[config.mk]
export PLATFORM = sky130hd
export DESIGN_NAME = button_debounce_press_classifier
export DESIGN_NICKNAME = d
export VERILOG_FILES = /design/src/rtl/bdpc_pkg.sv /design/src/rtl/bdpc_core.sv /design/src/rtl/button_debounce_press_classifier.sv
export SDC_FILE = /design/constraint.sdc
export NUM_CORES = 1
export LEC_CHECK = 0
export ABC_AREA = 0
export ABC_CLOCK_PERIOD_IN_PS = 31100
export BUFFER_PORTS_ARGS = -buffer_cell sky130_fd_sc_hd__buf_2
export CORE_MARGIN = 4
export CORE_UTILIZATION = 55
export DETAILED_ROUTE_END_ITERATION = 7
export PLACE_DENSITY = 0.75
export SLEW_MARGIN = 15
export SYNTH_ARGS = -nofsm -noshare
export SYNTH_HDL_FRONTEND = slang
export SYNTH_HIERARCHICAL = 1
export SYNTH_SLANG_ARGS = --single-unit
[constraint.sdc]
create_clock -name clk -period 31.1 [get_ports clk]
set_input_delay 4.665 -clock clk [delete_from_list [all_inputs] [get_ports clk]]
set_output_delay 4.665 -clock clk [all_outputs]
set_load 0.02 [all_outputs]
[src/rtl/bdpc_pkg.sv]
package bdpc_pkg;

  // Width of the timestamp field on the input channel.
  localparam int NOW_WIDTH = 32;
  // Width of each configuration register.
  localparam int CFG_WIDTH = 16;
  // Default width of the internal time arithmetic.
  localparam int TIME_WIDTH_DEF = 32;

  localparam logic [CFG_WIDTH-1:0] DEBOUNCE_RESET   = 16'd15;
  localparam logic [CFG_WIDTH-1:0] SHORT_MAX_RESET  = 16'd1000;
  localparam logic [CFG_WIDTH-1:0] LONG_PRESS_RESET = 16'd2000;

  // Configuration register indexes (byte address is four times the index).
  typedef enum logic [1:0] {
    REG_DEBOUNCE   = 2'd0,
    REG_SHORT_MAX  = 2'd1,
    REG_LONG_PRESS = 2'd2
  } reg_idx_t;

  typedef struct packed {
    logic                 pin_level;
    logic [NOW_WIDTH-1:0] now_ms;
  } in_item_t;

  typedef struct packed {
    logic stable_out;
    logic press_event;
    logic release_event;
    logic short_event;
    logic long_event;
  } out_item_t;

  typedef struct packed {
    logic [CFG_WIDTH-1:0] debounce_ms;
    logic [CFG_WIDTH-1:0] short_max_ms;
    logic [CFG_WIDTH-1:0] long_press_ms;
  } cfg_t;

endpackage

[src/rtl/bdpc_core.sv]
module bdpc_core import bdpc_pkg::*; #(
  parameter int TIME_WIDTH = TIME_WIDTH_DEF
) (
  input  logic      clk,
  input  logic      rst_n,
  input  logic      step,
  input  in_item_t  item,
  input  cfg_t      cfg,
  output out_item_t result
);

  logic                  raw_seen_r,     raw_seen_nxt;
  logic                  stable_r,       stable_nxt;
  logic                  settling_r,     settling_nxt;
  logic                  long_armed_r,   long_armed_nxt;
  logic [TIME_WIDTH-1:0] settle_start_r, settle_start_nxt;
  logic [TIME_WIDTH-1:0] press_start_r,  press_start_nxt;

  logic                  now_pin;
  logic [TIME_WIDTH-1:0] now_t;
  logic                  raw_chg;
  logic                  settling_a;
  logic [TIME_WIDTH-1:0] settle_el;
  logic                  settle_done;
  logic                  edge_seen;
  logic                  press_ev;
  logic                  release_ev;
  logic                  short_ev;
  logic                  long_ev;
  logic                  armed_a;
  logic [TIME_WIDTH-1:0] held_el;
  logic [TIME_WIDTH-1:0] held_el_nxt;

  assign now_pin = item.pin_level;
  assign now_t   = TIME_WIDTH'(item.now_ms);

  always_comb begin
    // A raw change restarts the settle window at this poll's time.
    raw_chg          = (now_pin != raw_seen_r);
    raw_seen_nxt     = now_pin;
    settling_a       = raw_chg | settling_r;
    settle_start_nxt = raw_chg ? now_t : settle_start_r;
    settle_el        = now_t - settle_start_nxt;
    settle_done      = settling_a && (settle_el >= TIME_WIDTH'(cfg.debounce_ms));
    stable_nxt       = settle_done ? now_pin : stable_r;
    settling_nxt     = settling_a && !settle_done;

    edge_seen  = (stable_nxt != stable_r);
    press_ev   = edge_seen && !stable_nxt;
    release_ev = edge_seen && stable_nxt;

    held_el  = now_t - press_start_r;
    short_ev = release_ev && (held_el <= TIME_WIDTH'(cfg.short_max_ms));

    press_start_nxt = press_ev ? now_t : press_start_r;
    armed_a         = press_ev | (long_armed_r & !release_ev);
    held_el_nxt     = now_t - press_start_nxt;
    long_ev         = armed_a && (held_el_nxt >= TIME_WIDTH'(cfg.long_press_ms));
    long_armed_nxt  = armed_a && !long_ev;

    result.stable_out    = stable_nxt;
    result.press_event   = press_ev;
    result.release_event = release_ev;
    result.short_event   = short_ev;
    result.long_event    = long_ev;
  end

  always_ff @(posedge clk) begin
    if (!rst_n) begin
      raw_seen_r     <= 1'b1;
      stable_r       <= 1'b1;
      settling_r     <= 1'b0;
      long_armed_r   <= 1'b0;
      settle_start_r <= '0;
      press_start_r  <= '0;
    end else if (step) begin
      raw_seen_r     <= raw_seen_nxt;
      stable_r       <= stable_nxt;
      settling_r     <= settling_nxt;
      long_armed_r   <= long_armed_nxt;
      settle_start_r <= settle_start_nxt;
      press_start_r  <= press_start_nxt;
    end
  end

endmodule

[src/rtl/button_debounce_press_classifier.sv]
// Debounces an active-low push button and classifies its presses. Each input
// item is one poll: the raw pin level (0 pressed) and a millisecond timestamp.
// A raw change restarts a settle window; once the raw level has held for
// debounce_ms the debounced level follows it. Each poll yields exactly one
// result item with the debounced level and four event flags: press, release,
// short press (released with hold time at most short_max_ms) and long press
// (fires once when the hold time reaches long_press_ms). All time differences
// wrap modulo 2^TIME_WIDTH. After reset every level reads as released, so
// start-up produces no events. Throughput is one item per clock cycle while
// the result channel is not stalled. The item is captured in an input
// register, and the classifier computes the result and its next state
// combinationally from it into the result register and its own state.
// Registers sit on the APB port at byte addresses 0 (debounce_ms),
// 4 (short_max_ms) and 8 (long_press_ms), 16 bits each; the user must write
// them only while the block is idle, which the block itself does not enforce.
module button_debounce_press_classifier import bdpc_pkg::*; #(
  parameter int TIME_WIDTH = TIME_WIDTH_DEF
) (
  input  logic        clk,
  input  logic        rst_n,
  // Input channel.
  input  logic        in_valid,
  output logic        in_stall,
  input  in_item_t    in_item,
  // Result channel.
  output logic        out_valid,
  input  logic        out_stall,
  output out_item_t   out_item,
  // Configuration port.
  input  logic        psel,
  input  logic        penable,
  input  logic        pwrite,
  input  logic [3:0]  paddr,
  input  logic [31:0] pwdata,
  output logic [31:0] prdata,
  output logic        pready
);

  cfg_t      cfg_r;
  logic      in_vld_r;
  in_item_t  in_item_r;
  logic      out_vld_r;
  out_item_t out_item_r;
  out_item_t result;
  logic      advance;
  logic      cfg_wr;
  reg_idx_t  reg_idx;

  // Register block. The write is taken in the access phase.
  assign pready  = 1'b1;
  assign cfg_wr  = psel && penable && pwrite;
  assign reg_idx = reg_idx_t'(paddr[3:2]);

  always_ff @(posedge clk) begin
    if (!rst_n) begin
      cfg_r.debounce_ms   <= DEBOUNCE_RESET;
      cfg_r.short_max_ms  <= SHORT_MAX_RESET;
      cfg_r.long_press_ms <= LONG_PRESS_RESET;
    end else if (cfg_wr) begin
      case (reg_idx)
        REG_DEBOUNCE:   cfg_r.debounce_ms   <= pwdata[CFG_WIDTH-1:0];
        REG_SHORT_MAX:  cfg_r.short_max_ms  <= pwdata[CFG_WIDTH-1:0];
        REG_LONG_PRESS: cfg_r.long_press_ms <= pwdata[CFG_WIDTH-1:0];
        default: ;
      endcase
    end
  end

  always_comb begin
    case (reg_idx)
      REG_DEBOUNCE:   prdata = 32'(cfg_r.debounce_ms);
      REG_SHORT_MAX:  prdata = 32'(cfg_r.short_max_ms);
      REG_LONG_PRESS: prdata = 32'(cfg_r.long_press_ms);
      default:        prdata = '0;
    endcase
  end

  // The held item moves on whenever the result register is empty or its
  // item is being taken in this cycle; the input register refills at once.
  assign advance  = in_vld_r && (!out_vld_r || !out_stall);
  assign in_stall = in_vld_r && !advance;

  always_ff @(posedge clk) begin
    if (!rst_n) begin
      in_vld_r <= 1'b0;
    end else if (!in_stall) begin
      in_vld_r <= in_valid;
    end
  end

  always_ff @(posedge clk) begin
    if (in_valid && !in_stall) begin
      in_item_r <= in_item;
    end
  end

  // The classifier updates its state exactly once per item, as the item
  // moves into the result register.
  bdpc_core #(
    .TIME_WIDTH (TIME_WIDTH)
  ) u_core (
    .clk    (clk),
    .rst_n  (rst_n),
    .step   (advance),
    .item   (in_item_r),
    .cfg    (cfg_r),
    .result (result)
  );

  always_ff @(posedge clk) begin
    if (!rst_n) begin
      out_vld_r <= 1'b0;
    end else if (advance) begin
      out_vld_r <= 1'b1;
    end else if (!out_stall) begin
      out_vld_r <= 1'b0;
    end
  end

  always_ff @(posedge clk) begin
    if (advance) begin
      out_item_r <= result;
    end
  end

  assign out_valid = out_vld_r;
  assign out_item  = out_item_r;

endmodule

==> impl_metrics.yaml, run 1 <==
status:
  status: "finished, final reports clean"
logic_synthesis:
  async_flop_share_pct: 0
  ys_types: 103
  synth.cell_area_um2: 13600
  synth_top_area_share_pct: 17.3
  synth.area.top_cells: "dfxtp_1 17%, ha_1 12%, edfxtp_1 8.4%"
  yosys-top-cells-count: "243 x nand2_1, 171 x a21oi_1, 131 x nor2_1"
  synth_seq_cells: 156
  synth_edf_count: 38
  synth_warnings: 6
  syn_inst: 1749
  syn_avg_cell_area_um2: 7.79
  ys_seq_area_share_pct: 25.7
  synth.most_common_cell: "nand2_1"
  synthFlopType: "dfxtp_1"
  synth_top_area_cell: "dfxtp_1"
clocking:
  clkTransAtPathRegs_ns: 0.07
  htreeDepth: 4
  post-cts-setup-buffers: 0
  cts_resized: 0
  cts_root_buf: "clkbuf_16"
  cts_tree: "built"
  cts_sinks: 156
  insertion_delay_ns: 0.44
  holdBufCountCts: 0
  cts_buffers: 17
  clockBufferDepth: 2
power_and_ir_drop:
  total_power_mw: 0.673
  leakagePower_nw: 5.92
  power_density_nw_per_um2: 46.0
  vdd_drop_max_uv: 29.4
finish:
  nNetsFinal: 1973
  layout-drive-gt1-share_pct: 9.33
  antenna_cells: 0
  utilization_pct: 60.2
  area_growth_syn_to_layout_pct: 7.32
worst_setup_path:
  crit_required_ns: 31.26
  startpoint: "in_item_r[32]"
  crit_type: "flop to flop"
  critical_path.max_stage_delay_ns: 0.66
  cp-end-kind: "flop"
  reg2reg_from: "in_item_r[32]"
  setup.worst_path.start_class: "flop"
  cp_slowest_cell: "edfxtp_1"
  critPathMaxFanout: 62
  cp_data_arrival_time_ns: 12.13
sta:
  setup_violations: 0
  fin_skew_ns: 0.0162
  tns_ns: 0
  setup_slack_ns: 19.13
  drv_slew: 0
  worst_slew_pin_slew_ns: 1.13
  grt_setup_unrepaired: "no"
  worst_hold_slack_ns: 0.454
  fin_crit_sh_pct: 38.5
  period_minus_slack_ns: 11.97
  fmax_ghz: 0.0835
  final-hold-violation-count: 0
  slew_headroom_pct: 24.2
floorplanning:
  core_um2: 24300
  die_h_um: 165
  ios: 116
  dieWidth_um: 165
  initial_utilization_pct: 56.1
  num_rows: 57
  die_area_um2: 27400
global_route:
  antenna_found_initial: 0
  grtUsageTotal_pct: 25.3
  first_global_vias: 11400
  grt_max_degree: 80
  grt_first_pass_wirelength_um: 56100
  grt-ovfl-total: 0
min_path:
  hold_class: "flop to flop"
  hp-start: "u_core/press_start_r[2]"
route:
  drt_wl_total_um: 35200
  avgRoutedWirePerCell_um: 16.7
  drtPass1Iterations: 5
  drc_errors: 0
  ant_nets: 0
  drtIter0Drc: 1137
  vias_per_cell: 6.04
  vias: 12700
placement:
  place_congestion: 0.959
  dp_hpwl_um: 26600
  pre_cts_slack_ns: 19.37
  portBuffers: 80
flow_run:
  drv_cap: 0
-- critical path, delay by kind of cell (launching register included) --
| family | cells | cell delay (ns) |
|---|---|---|
| xor+xnor | 3 | 0.45 |
| buf+inv | 3 | 0.76 |
| flops | 1 | 0.66 |
| simple gates | 13 | 2.85 |
| fa+ha+maj | 7 | 2.12 |
| compound gates | 25 | 4.82 |
-- worst paths after layout --
| check | to | depth (start not counted) | slack, ns |
|---|---|---|---|
| worst max-delay path | out_item[0] | 51 | 19.13 |
| worst min-delay path | u_core/press_start_r[2] | 2 | 0.45 |
| worst max register to register | out_item[0] | 51 | 19.13 |
| worst min register to register | u_core/press_start_r[2] | 2 | 0.45 |
-- layout by cell type (no fill, tap or decap), types with 7 or more instances in the layout --
| master | count |
|---|---|
| a21boi_0 | 14 |
| or3_1 | 8 |
| nor4_1 | 9 |
| mux2i_1 | 83 |
| a211o_1 | 9 |
| a31oi_1 | 10 |
| o2111ai_1 | 7 |
| nand2_1 | 243 |
| buf_2 | 80 |
| inv_1 | 126 |
| o21ai_0 | 89 |
| nor3_1 | 22 |
| o21bai_1 | 9 |
| nor2b_1 | 53 |
| o21a_1 | 19 |
| dfxtp_1 | 118 |
| xnor2_1 | 33 |
| nand3_1 | 21 |
| clkbuf_16 | 17 |
| xor2_1 | 21 |
| conb_1 | 17 |
| o22ai_1 | 10 |
| nand4_1 | 12 |
| and2_1 | 9 |
| buf_4 | 8 |
| ha_1 | 128 |
| a21o_1 | 32 |
| nand2b_1 | 30 |
| o211ai_1 | 12 |
| edfxtp_1 | 38 |
| a211oi_1 | 35 |
| o31a_1 | 8 |
| and3_1 | 12 |
| a21oi_1 | 171 |
| nor2_1 | 131 |
-- per-layer routing --
layer  vias up  part of all wire, %  routed length [um]  global-route usage [%]
li1       6196                    -                   -                       -
met1      5898                   46               16200                    35.8
met2       547                   44               15400                    39.9
met3        65                  8.1                2840                    4.05
met4         0                  2.1                 752                    7.42
met5         -                    0                   0                       0
-- registers in the layout (all words and copies together) (netlist names), 5 cells and up --
name	cells
u_core/press_start_r	32
out_item	5
cfg_r	48
in_item_r	33
u_core/settle_start_r	32
-- per-stage QoR --
step / cells / instance area (um2)
after global placement: 2072 / 14000
after global routing: 2104 / 14600
after detailed placement: 2072 / 14000
final: 2104 / 14600
after floorplan: 1764 / 13700
after CTS: 2104 / 14600
-- power by group --
group	total, mW	internal (mW)	switching [mW]
Clock	0.212	0.108	0.104
Sequential	0.227	0.216	0.0104
Combinational	0.234	0.0943	0.140
Total	0.673	0.419	0.254
-- layout make-up --
type	instances	area (um2)
flip-flops and latches	156	3500
well taps	324	405
multi-input cells	1377	9190
fillers	2171	9690
repair buffers	88	460
clock inverters	15	173
clock buffers	17	425
inverters	127	477
-- logic make-up (layout without fill, tap and decap cells) --
kind of cell,count (synthesis),after routing,share of synthesized area (%)
xor+xnor,56,56,3.71
flops,156,156,25.7
fa+ha+maj,137,137,12.6
other cells,2,17,0.0551
buf+inv,231,247,7.60
compound gates,494,494,23.7
simple gates,588,588,20.4
mux,85,85,6.26
Power figures use the tool's default switching activity.
==> run 2, diff against run 1 <==
--- a/config.mk
+++ b/config.mk
@@ -5,13 +5,13 @@
 export SDC_FILE = /design/constraint.sdc
 export NUM_CORES = 1
 export LEC_CHECK = 0
-export ABC_AREA = 0
-export ABC_CLOCK_PERIOD_IN_PS = 31100
+export ABC_AREA = 1
+export ABC_CLOCK_PERIOD_IN_PS = 11000
 export BUFFER_PORTS_ARGS = -buffer_cell sky130_fd_sc_hd__buf_2
 export CORE_MARGIN = 4
 export CORE_UTILIZATION = 55
 export DETAILED_ROUTE_END_ITERATION = 7
-export PLACE_DENSITY = 0.75
+export PLACE_DENSITY = 0.78
 export SLEW_MARGIN = 15
 export SYNTH_ARGS = -nofsm -noshare
 export SYNTH_HDL_FRONTEND = slang
==> constraint.sdc (replaced) <==
create_clock -name clk -period 11 [get_ports clk]
set_input_delay 1.65 -clock clk [delete_from_list [all_inputs] [get_ports clk]]
set_output_delay 1.65 -clock clk [all_outputs]
set_load 0.02 [all_outputs]
==> run 2 against run 1 <==
Net effect:
- worst setup slack worse by 17 ns
- largest power group unchanged
- cell area rose by 1.5%
- wire length is 10% higher
- global-route usage rose by 2.1 points
- combinational power grew to 3.3 times the previous value
- count of clock-buffer cells in the layout rose by 3
- register-to-register slack worse by 17 ns
==> impl_metrics.yaml, run 2 <==
status:
  status: "finished, final reports clean"
logic_synthesis:
  syn_inst: 2071
  synth_simple_gate_area_share_pct: 30.5
  synth_warnings: 6
  synth_top_family_by_area: "simple AND/OR/NAND/NOR gates"
  synth_seq_cells: 156
  synthAdderAreaFrac_pct: 12.0
  ys_types: 57
  synth.area.top_cells: "dfxtp_1 17%, nand2_1 14%, ha_1 12%"
  ys_seq_area_share_pct: 25.5
  synth.cell_area_um2: 13700
  synthFlopType: "dfxtp_1"
  synth-xor-area-share_pct: 3.76
  synth_top_area_cell: "dfxtp_1"
  synth_compound_area_share_pct: 15.1
  async_flop_share_pct: 0
  synth_top_area_share_pct: 17.2
  synth.most_common_cell: "nand2_1"
  yosys-top-cells-count: "508 x nand2_1, 302 x inv_1, 180 x nor2_1"
  syn_avg_cell_area_um2: 6.63
  synthMuxAreaShare_pct: 1.24
  synth_edf_count: 38
floorplanning:
  die_area_um2: 27600
  dieWidth_um: 166
  num_rows: 57
  die_h_um: 166
  ios: 116
  initial_utilization_pct: 56.2
  core_um2: 24500
global_route:
  grtUsageTotal_pct: 27.4
  grt-ovfl-total: 0
  grt_max_degree: 63
  antenna_found_initial: 0
  grt_first_pass_wirelength_um: 62500
  first_global_vias: 12600
finish:
  utilization_pct: 60.7
  antenna_cells: 0
  nNetsFinal: 2328
  fill_cells: 2334
  area_growth_syn_to_layout_pct: 8.09
  largest_reg_flops: 48
  top_register: "cfg_r"
  layout-drive-gt1-share_pct: 9.88
  reg.largest.list: "cfg_r (48), in_item_r (33)"
  layout_commonest_cell: "nand2_1"
  layout_common_cells: "508 x nand2_1, 302 x inv_1, 179 x nor2_1"
worst_setup_path:
  crit_required_ns: 11.17
  crit_buf_inv: 4
  cp_top_family: "simple AND/OR/NAND/NOR gates"
  critPathMostFrequentCell: "nand2_1"
  cp_slowest_cell: "buf_4"
  critical_path.max_stage_delay_ns: 0.52
  setup.worst_path.start_class: "flop"
  reg2reg_from: "in_item_r[32]"
  cp_data_arrival_time_ns: 8.62
  cp-end-kind: "flop"
  crit_type: "flop to flop"
  startpoint: "in_item_r[32]"
  critPathMaxFanout: 62
sta:
  period_minus_slack_ns: 8.45
  tns_ns: 0
  worst_slew_pin_slew_ns: 0.791
  drv_slew: 0
  fin_crit_sh_pct: 76.8
  fin_skew_ns: 0.0134
  setup_violations: 0
  grt_setup_unrepaired: "no"
  fmax_ghz: 0.118
  worst_hold_slack_ns: 0.471
  final-hold-violation-count: 0
  slew_headroom_pct: 46.9
min_path:
  hold_class: "flop to flop"
  hp-start: "out_valid"
route:
  vias: 13600
  drt_wl_total_um: 38700
  vias_per_cell: 5.52
  drtPass1Iterations: 6
  ant_nets: 0
  drc_errors: 0
  avgRoutedWirePerCell_um: 15.8
  drtIter0Drc: 1217
clocking:
  insertion_delay_ns: 0.44
  cts_buffers: 17
  clockBufferDepth: 2
  cts_resized: 0
  post-cts-setup-buffers: 0
  clkTransAtPathRegs_ns: 0.07
  cts_sinks: 156
  cts_root_buf: "clkbuf_16"
  holdBufCountCts: 0
  htreeDepth: 4
  cts_tree: "built"
flow_run:
  drv_cap: 0
power_and_ir_drop:
  vdd_drop_max_uv: 93.9
  leakagePower_nw: 7.43
  power_density_nw_per_um2: 136
placement:
  dp_hpwl_um: 30600
  place_congestion: 0.930
  portBuffers: 80
## run 2: per-layer routing
layer	routed length, um	global-route usage, %
met1	17800	37.6
met2	17800	45.4
met3	2300	3.83
met4	849	7.53
met5	0	0
## run 2: area by class of cell
| type | count | area (um2) | share of cell area, % |
|---|---|---|---|
| flip-flops and latches | 156 | 3500 | 23.6 |
| well taps | 324 | 405 | 2.73 |
| repair buffers | 91 | 483 | 3.25 |
| clock inverters | 12 | 109 | 0.733 |
| clock buffers | 20 | 500 | 3.37 |
| multi-input cells | 1543 | 8670 | 58.4 |
| inverters | 313 | 1170 | 7.91 |
## run 2: logic make-up (layout without fill, tap and decap cells)
kind of cell / Yosys count / count (layout)
and+or+nand+nor: 945 / 945
buffers and inverters: 387 / 436
AOI/OAI and AO/OA: 375 / 375
DFF: 156 / 156
adders and majority gates: 130 / 130
xor gates and xnor gates: 59 / 59
muxes: 17 / 17
other: 2 / 17
## run 2: path summary, 6_finish.rpt
check / depth (start not counted) / to / slack [ns]
setup / recovery: 44 / out_item[0] / 2.55
hold / removal: 2 / out_valid / 0.47
setup reg to reg: 44 / out_item[0] / 2.55
hold reg to reg: 2 / out_valid / 0.47
## run 2: where the power goes
group / switching, mW / total, mW / internal, mW / leakage [nW]
registers: 0.0288 / 0.644 / 0.616 / 1.33
logic: 0.489 / 0.762 / 0.273 / 5.80
clock network: 0.275 / 0.615 / 0.339 / 0.304
## run 2: metrics by stage
step                cells  worst slack (ns)  area (um2)  total power [mW]
CTS                  2459              2.67       14800              2.02
global placement     2427              2.90       14200              1.38
finish               2459              2.55       14800              2.02
floorplan            2086              3.40       13800              1.23
detailed placement   2427              2.71       14200              1.40
global route         2459              1.80       14800              2.16
## run 2: worst register-to-register path, delay by kind of cell (launching register included)
kind                     cells  cell delay, ns
AO/OA/AOI/OAI               10            1.82
multiplexers                 1            0.19
flip-flops                   1            0.47
AND/OR/NAND/NOR             23            2.99
XOR/XNOR                     2            0.42
adder cells (fa/ha/maj)      4            1.38
buffers and inverters        4            0.94
